## src/hdl/mmcs_pkg.sv

```systemverilog
// ----------------------------------------------------------------------------
// mmcs_pkg
// Shared types and constants for the min/max contrast stretch block.
// ----------------------------------------------------------------------------
package mmcs_pkg;

  localparam int unsigned PIX_W       = 8;
  localparam int unsigned PROD_W      = 2 * PIX_W;
  localparam int unsigned QUEUE_DEPTH = 2;

  localparam logic [PIX_W-1:0] FULL_SCALE = 8'd255;
  localparam logic [PIX_W-1:0] ZERO_LEVEL = 8'd0;

  // Input operation codes
  localparam logic OP_MEASURE = 1'b0;
  localparam logic OP_MAP     = 1'b1;

  typedef enum logic {
    KIND_PASS,  // result already known, no division
    KIND_DIV    // result is num / span
  } kind_e;

  typedef struct packed {
    kind_e              kind;
    logic [PIX_W-1:0]   value;
    logic [PROD_W-1:0]  num;
    logic [PIX_W-1:0]   span;
  } job_t;

endpackage

```

## src/hdl/mmcs_front.sv

```systemverilog
// ----------------------------------------------------------------------------
// mmcs_front
// Accepts pixels, tracks the running min/max and classifies map pixels
// into finished results or division jobs.
// ----------------------------------------------------------------------------
module mmcs_front (
  input  logic                          clk_i,
  input  logic                          rst_ni,
  input  logic                          accept_i,
  input  logic                          op_i,
  input  logic [mmcs_pkg::PIX_W-1:0]    pixel_i,
  input  logic                          first_i,
  output logic                          job_push_o,
  output mmcs_pkg::job_t                job_o
);

  logic [mmcs_pkg::PIX_W-1:0]  lo_q, lo_d;
  logic [mmcs_pkg::PIX_W-1:0]  hi_q, hi_d;
  logic [mmcs_pkg::PIX_W-1:0]  diff;
  logic [mmcs_pkg::PIX_W-1:0]  span;
  logic [mmcs_pkg::PROD_W-1:0] prod;

  always_comb begin
    lo_d = lo_q;
    hi_d = hi_q;
    if (accept_i && (op_i == mmcs_pkg::OP_MEASURE)) begin
      if (first_i) begin
        lo_d = pixel_i;
        hi_d = pixel_i;
      end else begin
        if (pixel_i > hi_q) hi_d = pixel_i;
        if (pixel_i < lo_q) lo_d = pixel_i;
      end
    end
  end

  always_ff @(posedge clk_i or negedge rst_ni) begin
    if (!rst_ni) begin
      lo_q <= '0;
      hi_q <= '0;
    end else begin
      lo_q <= lo_d;
      hi_q <= hi_d;
    end
  end

  // (p - lo) * 255 as (d << 8) - d
  always_comb begin
    diff = pixel_i - lo_q;
    span = hi_q - lo_q;
    prod = {diff, {mmcs_pkg::PIX_W{1'b0}}} - {{mmcs_pkg::PIX_W{1'b0}}, diff};
  end

  always_comb begin
    job_o.kind  = mmcs_pkg::KIND_PASS;
    job_o.value = mmcs_pkg::ZERO_LEVEL;
    job_o.num   = prod;
    job_o.span  = span;
    if (pixel_i < lo_q) begin
      job_o.value = mmcs_pkg::ZERO_LEVEL;
    end else if (pixel_i > hi_q) begin
      job_o.value = mmcs_pkg::FULL_SCALE;
    end else if (span == '0) begin
      job_o.value = mmcs_pkg::ZERO_LEVEL;
    end else begin
      job_o.kind = mmcs_pkg::KIND_DIV;
    end
  end

  assign job_push_o = accept_i && (op_i == mmcs_pkg::OP_MAP);

endmodule

```

## src/hdl/mmcs_queue.sv

```systemverilog
// ----------------------------------------------------------------------------
// mmcs_queue
// Short job queue between the front and the back.
// ----------------------------------------------------------------------------
module mmcs_queue #(
  parameter int unsigned Depth = mmcs_pkg::QUEUE_DEPTH
) (
  input  logic           clk_i,
  input  logic           rst_ni,
  input  logic           push_i,
  input  mmcs_pkg::job_t job_i,
  output logic           full_o,
  input  logic           pop_i,
  output mmcs_pkg::job_t job_o,
  output logic           empty_o
);

  localparam int unsigned PtrW = (Depth > 1) ? $clog2(Depth) : 1;
  localparam int unsigned CntW = $clog2(Depth + 1);
  localparam logic [PtrW-1:0] LastPtr = PtrW'(Depth - 1);
  localparam logic [CntW-1:0] FullCnt = CntW'(Depth);

  mmcs_pkg::job_t  slot_q [Depth];
  logic [PtrW-1:0] wr_ptr_q, wr_ptr_d;
  logic [PtrW-1:0] rd_ptr_q, rd_ptr_d;
  logic [CntW-1:0] cnt_q, cnt_d;
  logic            do_push, do_pop;

  assign full_o  = (cnt_q == FullCnt);
  assign empty_o = (cnt_q == '0);
  assign do_push = push_i && !full_o;
  assign do_pop  = pop_i && !empty_o;
  assign job_o   = slot_q[rd_ptr_q];

  always_comb begin
    wr_ptr_d = wr_ptr_q;
    rd_ptr_d = rd_ptr_q;
    cnt_d    = cnt_q;
    if (do_push) wr_ptr_d = (wr_ptr_q == LastPtr) ? '0 : wr_ptr_q + 1'b1;
    if (do_pop)  rd_ptr_d = (rd_ptr_q == LastPtr) ? '0 : rd_ptr_q + 1'b1;
    if (do_push && !do_pop) cnt_d = cnt_q + 1'b1;
    else if (do_pop && !do_push) cnt_d = cnt_q - 1'b1;
  end

  always_ff @(posedge clk_i or negedge rst_ni) begin
    if (!rst_ni) begin
      wr_ptr_q <= '0;
      rd_ptr_q <= '0;
      cnt_q    <= '0;
    end else begin
      wr_ptr_q <= wr_ptr_d;
      rd_ptr_q <= rd_ptr_d;
      cnt_q    <= cnt_d;
    end
  end

  always_ff @(posedge clk_i) begin
    if (do_push) slot_q[wr_ptr_q] <= job_i;
  end

endmodule

```

## src/hdl/mmcs_back.sv

```systemverilog
// ----------------------------------------------------------------------------
// mmcs_back
// Takes jobs from the queue, runs a bit-serial restoring divider for
// in-range pixels and holds the result until it is popped.
// ----------------------------------------------------------------------------
module mmcs_back (
  input  logic                       clk_i,
  input  logic                       rst_ni,
  input  logic                       job_empty_i,
  input  mmcs_pkg::job_t             job_i,
  output logic                       job_pop_o,
  input  logic                       pop_i,
  output logic                       empty_o,
  output logic [mmcs_pkg::PIX_W-1:0] stretched_o
);

  localparam int unsigned W    = mmcs_pkg::PIX_W;
  localparam int unsigned CntW = $clog2(W);

  typedef enum logic {
    ST_IDLE,
    ST_DIV
  } state_e;

  state_e          state_q;
  logic [CntW-1:0] cnt_q;
  logic [W-1:0]    rem_q;
  logic [W-1:0]    dvd_q;
  logic [W-1:0]    quo_q;
  logic [W-1:0]    span_q;
  logic            res_valid_q;
  logic [W-1:0]    res_q;

  logic            res_free;
  logic            div_last;
  logic            res_set;
  logic [W:0]      trial;
  logic            ge;
  logic [W-1:0]    rem_next;
  logic [W-1:0]    quo_next;

  assign res_free  = !res_valid_q || pop_i;
  assign job_pop_o = (state_q == ST_IDLE) && !job_empty_i && res_free;
  assign div_last  = (cnt_q == CntW'(W - 1));
  assign res_set   = (job_pop_o && (job_i.kind == mmcs_pkg::KIND_PASS)) ||
                     ((state_q == ST_DIV) && div_last && res_free);

  always_comb begin
    trial    = {rem_q, dvd_q[W-1]};
    ge       = (trial >= {1'b0, span_q});
    rem_next = ge ? W'(trial - {1'b0, span_q}) : trial[W-1:0];
    quo_next = {quo_q[W-2:0], ge};
  end

  always_ff @(posedge clk_i or negedge rst_ni) begin
    if (!rst_ni) begin
      state_q     <= ST_IDLE;
      cnt_q       <= '0;
      rem_q       <= '0;
      dvd_q       <= '0;
      quo_q       <= '0;
      span_q      <= '0;
      res_valid_q <= 1'b0;
      res_q       <= '0;
    end else begin
      if (res_set) begin
        res_valid_q <= 1'b1;
      end else if (pop_i) begin
        res_valid_q <= 1'b0;
      end
      unique case (state_q)
        ST_IDLE: begin
          if (job_pop_o) begin
            // High byte of the dividend is below span, so it seeds the remainder
            rem_q  <= job_i.num[mmcs_pkg::PROD_W-1:W];
            dvd_q  <= job_i.num[W-1:0];
            span_q <= job_i.span;
            quo_q  <= '0;
            if (job_i.kind == mmcs_pkg::KIND_PASS) begin
              res_q <= job_i.value;
            end else begin
              state_q <= ST_DIV;
              cnt_q   <= '0;
            end
          end
        end
        ST_DIV: begin
          // Hold on the last step until the result register frees up
          if (!div_last) begin
            cnt_q <= cnt_q + 1'b1;
            rem_q <= rem_next;
            dvd_q <= {dvd_q[W-2:0], 1'b0};
            quo_q <= quo_next;
          end else if (res_free) begin
            res_q   <= quo_next;
            state_q <= ST_IDLE;
          end
        end
        default: state_q <= ST_IDLE;
      endcase
    end
  end

  assign empty_o     = !res_valid_q;
  assign stretched_o = res_q;

endmodule

```

## src/hdl/min_max_contrast_stretch.sv

```systemverilog
// Map pixels outside the range or on a flat range pass the job queue into the
// result register; the others also pass the bit-serial divider, one at a time.
// Throughput: one measure pixel per cycle while the queue is not full; the
// divider gives one quotient bit a cycle, stalling its last until res_q frees.
// Reset: rst_ni clears min/max to 0, empties the job queue and the result.
// ----------------------------------------------------------------------------
// min_max_contrast_stretch
// Linear min/max contrast stretch of an 8-bit grey pixel stream.
// ----------------------------------------------------------------------------
module min_max_contrast_stretch #(
  parameter int unsigned QueueDepth = mmcs_pkg::QUEUE_DEPTH
) (
  input  logic                       clk_i,
  input  logic                       rst_ni,
  input  logic                       push,
  output logic                       full,
  input  logic                       op_i,
  input  logic [mmcs_pkg::PIX_W-1:0] pixel_i,
  input  logic                       first_i,
  output logic                       empty,
  input  logic                       pop,
  output logic [mmcs_pkg::PIX_W-1:0] stretched_o
);

  logic           accept;
  logic           job_push;
  mmcs_pkg::job_t job_in;
  mmcs_pkg::job_t job_head;
  logic           job_full;
  logic           job_empty;
  logic           job_pop;

  assign full   = job_full;
  assign accept = push && !full;

  mmcs_front u_front (
    .clk_i      (clk_i),
    .rst_ni     (rst_ni),
    .accept_i   (accept),
    .op_i       (op_i),
    .pixel_i    (pixel_i),
    .first_i    (first_i),
    .job_push_o (job_push),
    .job_o      (job_in)
  );

  mmcs_queue #(
    .Depth (QueueDepth)
  ) u_queue (
    .clk_i   (clk_i),
    .rst_ni  (rst_ni),
    .push_i  (job_push),
    .job_i   (job_in),
    .full_o  (job_full),
    .pop_i   (job_pop),
    .job_o   (job_head),
    .empty_o (job_empty)
  );

  mmcs_back u_back (
    .clk_i       (clk_i),
    .rst_ni      (rst_ni),
    .job_empty_i (job_empty),
    .job_i       (job_head),
    .job_pop_o   (job_pop),
    .pop_i       (pop),
    .empty_o     (empty),
    .stretched_o (stretched_o)
  );

  a_map_lands: assert property (@(posedge clk_i) disable iff (!rst_ni)
    accept && (op_i == mmcs_pkg::OP_MAP) |=> !job_empty)
    else $error("accepted map pixel did not reach the job queue");

  a_pop_nonempty: assert property (@(posedge clk_i) disable iff (!rst_ni)
    job_pop |-> !job_empty)
    else $error("back took a job from an empty queue");

  a_div_fits: assert property (@(posedge clk_i) disable iff (!rst_ni)
    job_pop && (job_head.kind == mmcs_pkg::KIND_DIV) |->
      (job_head.span != '0) &&
      (job_head.num[mmcs_pkg::PROD_W-1:mmcs_pkg::PIX_W] < job_head.span))
    else $error("division job with zero span or oversized quotient");

endmodule
```

## config.mk

```make
export PLATFORM = sky130hd
export DESIGN_NAME = min_max_contrast_stretch
export DESIGN_NICKNAME = d
export VERILOG_FILES = /design/src/hdl/mmcs_pkg.sv /design/src/hdl/mmcs_front.sv /design/src/hdl/mmcs_queue.sv /design/src/hdl/mmcs_back.sv /design/src/hdl/min_max_contrast_stretch.sv
export SDC_FILE = /design/constraint.sdc
export NUM_CORES = 1
export LEC_CHECK = 0
export BUFFER_PORTS_ARGS = -buffer_cell sky130_fd_sc_hd__buf_2
export CELL_PAD_IN_SITES_DETAIL_PLACEMENT = 0
export CELL_PAD_IN_SITES_GLOBAL_PLACEMENT = 1
export CORE_MARGIN = 1.5
export CORE_UTILIZATION = 25
export CTS_CLUSTER_DIAMETER = 200
export DETAILED_ROUTE_END_ITERATION = 10
export GPL_TIMING_DRIVEN = 0
export PLACE_DENSITY_LB_ADDON = 0.1
export SLEW_MARGIN = 5
export SYNTH_ARGS = -nofsm -noshare
export SYNTH_HDL_FRONTEND = slang
export SYNTH_SLANG_ARGS = --single-unit
```

## constraint.sdc

```tcl
create_clock -name clk_i -period 3.79 [get_ports clk_i]
set_clock_uncertainty 0.1 [all_clocks]
set_input_delay 0 -clock clk_i [delete_from_list [all_inputs] [get_ports clk_i]]
set_output_delay 0 -clock clk_i [all_outputs]
set_load 0.02 [all_outputs]
```

==> results.md <==
* TritonCTS Buffers at 17
* Iter 0 DRT Violations at 215
* Post-synth EDFFs at 52
* WP data arrival at 3270 ps
* Crit path time final at 3220 ps
* Most frequent cell after synthesis: dfrtp_1
* Synth area leader: dfrtp_1
* Clk_lat worst skew at between 400 and 500 ps
* Least-Margin Pin Slew at 813 ps
* Power after layout at approximately 0.0076 W
* Total die area at 25,200 µm²
* Final HPWL from detailed placement at around 11,000 µm
* Final core occ at 31.0%
* DRC at 0
* Most used DFF post-synth: dfrtp_1
* Post-Syn Area per Cell at approximately 11 µm²
* Max Slew Vio Count at 0
* Global placement routability congestion at roughly 0.76
* Antenna viol nets, final at 0
* Crit path kind: register to register
* Area growth from synthesis to layout at 20.9%
* Status: complete, no violations
* Largest stage delay, worst path at 510 ps
* WL/cell at 15.4 µm
* Die X at ~160 µm
* Layout cells sized above 1 at ~11%
* Setup TNS at 0 ps
* Critical Path Slowest Stage Cell: a211oi_1
* Synth area leaders: dfrtp_1 (26%), edfxtp_1 (26%), ha_1 (7.6%)
* Critical Path RT at around 3800 ps
* Yosys top cell area share at a little over a quarter
* Initial antenna violation count at 0
* Max Buffers Root-to-Sink at 2
* Power per Cell Area at around 1000 nW/µm²
* Site Rows at 56
* GRT overflow at 0
* Synthesized net count at 618
* DP Worst Slack at 699 ps
* Max rail drop VDD at 283 µV
* Hold Crit Class: input pin to async pin
* Final hold vios at 0
* Worst path cell trace: ha_1 -> fa_1 -> and2b_1 -> o31ai_1 -> a21oi_1 -> a21oi_1 -> a211oi_1 -> a211oi_1 -> a21o_1
* Synth warn at 0
* Core area at 23,600 µm²
* Sink Count at between 100 and 150
* Top cells by count, synth: dfrtp_1 (64), edfxtp_1 (52), nor2_1 (52)
* Die height at 159 µm
* Max-cap violations at 0
* Tot GR Track Use at roughly an eighth
* Clock root buffer: clkbuf_16
* RSZ-0062 raised after global routing: no
* Clock slew at reported path FFs at 60 ps
* Worst hold slack at 57.1 ps
* Largest delay share family, worst path: compound AO/OA/AOI/OAI gates
* Mapped cell area at a little over 6000 µm²
* Fillers at 2,485
* Worst path bufs/invs at 0
* Slew headroom at 45.4%
* Setup violators final at 0
* ANT cells at 0
* Port Buffers at 23
* Critical Path Fanout Max at 7
* Seq/Total Area, Yosys at 52.2%
* Vias in the first global route at around 4,400
* Via/cell ratio at 4.44
* Synth unique cells at 50
* Cells after Synth at 564
* P_leak at 3.03 nW
* Final wirelength at 14,700 µm
* H-tree depth at 4
* IO Pins at 24
* Crit start category: register
* Tcrit/Tclk final at 84.9%
* #FFs+latches synth at approximately 120
* TritonCTS clock tree: done
* Vias at 4,231
* NumNets Final at 675
* Largest net degree at the start of global routing at ~60
* CP endpoint kind: register
* Max Fclk at roughly 310 MHz
* Starting Density at 25.7%
* Async set or reset register ratio after synthesis at 55.2%
* First-pass GRT wire length at 24,100 µm
* Final WS setup at 574 ps
* Post-CTS setup buffers at 0
* First-pass DRT Iterations at 4
-- worst min-delay path, cell delays in order --
cell,delay [ps]
dlygate4sd3_1,540
buf_4,140
buf_16,270
-- cell families (layout without fill, tap and decap cells) --
group                      Yosys count  count (layout)  synth area share, %
and+or+nand+nor                    142             142                 10.5
DFF                                116             116                 52.2
AOI/OAI and AO/OA                  140             140                 14.0
buffers and inverters               59             129                 3.70
adders and majority gates           40              40                 8.63
muxes                               43              43                 7.37
xor gates and xnor gates            24              24                 3.59
-- timing repair --
action	CTS	global route
resized for setup	0	0
hold buffers	13	0
endpoints found under the hold margin	83	0
-- power by group --
part           switching (W)  total [W]  internal [W]
clock               0.000637    0.00155      0.000916
combinational        0.00224    0.00370       0.00146
sequential          0.000260    0.00231       0.00205
-- cells in the final DEF, fill, tap and decap left out, types with 2 or more instances in the layout --
cell | Yosys | routed
o211ai_1 | 4 | 4
mux2_2 | 6 | 6
mux2i_1 | 30 | 30
inv_6 | 0 | 5
clkinv_4 | 0 | 4
o21bai_1 | 3 | 3
dfrtp_1 | 64 | 64
o21a_1 | 10 | 10
mux2_1 | 7 | 7
xor2_1 | 7 | 7
dlygate4sd3_1 | 0 | 13
inv_1 | 40 | 40
edfxtp_1 | 52 | 52
nor3_2 | 2 | 2
clkinvlp_4 | 0 | 3
nand2b_1 | 3 | 3
o311a_1 | 4 | 4
xnor2_1 | 16 | 16
ha_1 | 37 | 37
o21ai_0 | 29 | 29
nor2b_1 | 7 | 7
buf_2 | 2 | 24
fa_1 | 3 | 3
a21oi_1 | 47 | 47
o21ai_1 | 14 | 14
a211oi_1 | 4 | 4
clkbuf_16 | 0 | 17
or4_1 | 3 | 3
buf_1 | 2 | 2
o31ai_1 | 5 | 5
nand2_1 | 44 | 44
o22ai_1 | 3 | 3
nor2_1 | 52 | 51
o2111ai_1 | 2 | 2
nor3_1 | 11 | 11
clkbuf_1 | 15 | 15
or3_1 | 2 | 2
nand3_1 | 9 | 9
and2_1 | 5 | 5
a21o_1 | 5 | 5
-- final timing paths --
kind,startpoint,endpoint,slack (ps),cells past startpoint
max,u_front.lo_q[0],u_queue.slot_q[1][20],570,9
min,rst_ni,u_back.span_q[7],60,3
max reg2reg,u_front.lo_q[0],u_queue.slot_q[1][20],570,9
min reg2reg,u_back.quo_q[5],u_back.quo_q[5],380,2
max in group asynchronous,rst_ni,u_front.hi_q[6],2820,3
min in group clk_i,first_i,u_front.lo_q[1],80,4
-- registers in the layout, summed over array words and instances, names as in the netlist --
register / cells
u_back.cnt_q: 3
u_back.dvd_q: 8
u_back.quo_q: 7
u_back.rem_q: 8
u_back.res_valid_q: 1
u_back.span_q: 8
u_back.state_q: 1
u_back.stretched_o: 8
u_front.hi_q: 8
u_front.lo_q: 8
u_queue.cnt_q: 2
u_queue.rd_ptr_q: 1
u_queue.slot_q: 52
u_queue.wr_ptr_q: 1
-- routing by layer --
layer | wire length (µm) | vias to the layer above | global-route usage (%) | share of wire [%]
met5 | 0 | - | 0 | 0
met4 | 253 | 0 | 4.85 | 1.7
met3 | 343 | 16 | 2.32 | 2.3
met2 | 6670 | 45 | 19.5 | 45
met1 | 7400 | 2046 | 16.8 | 50
li1 | - | 2124 | - | -
-- metrics by stage --
step | area (µm²) | cells
after floorplan | 6060 | 564
after global placement | 6580 | 906
after detailed placement | 6630 | 908
after CTS | 7330 | 953
after global routing | 7330 | 953
final | 7330 | 953
-- area by class of cell --
class,instances,area (µm²),area share [%]
clock inverter,15,146,2.00
multi-input combinational,389,2680,36.6
timing repair buffer,38,290,3.96
clock buffer,17,425,5.80
sequential,116,3160,43.2
tap,319,399,5.45
inverter,40,150,2.05
buffer,19,73.8,1.01
Note: power is estimated with default switching activity, not from simulation.
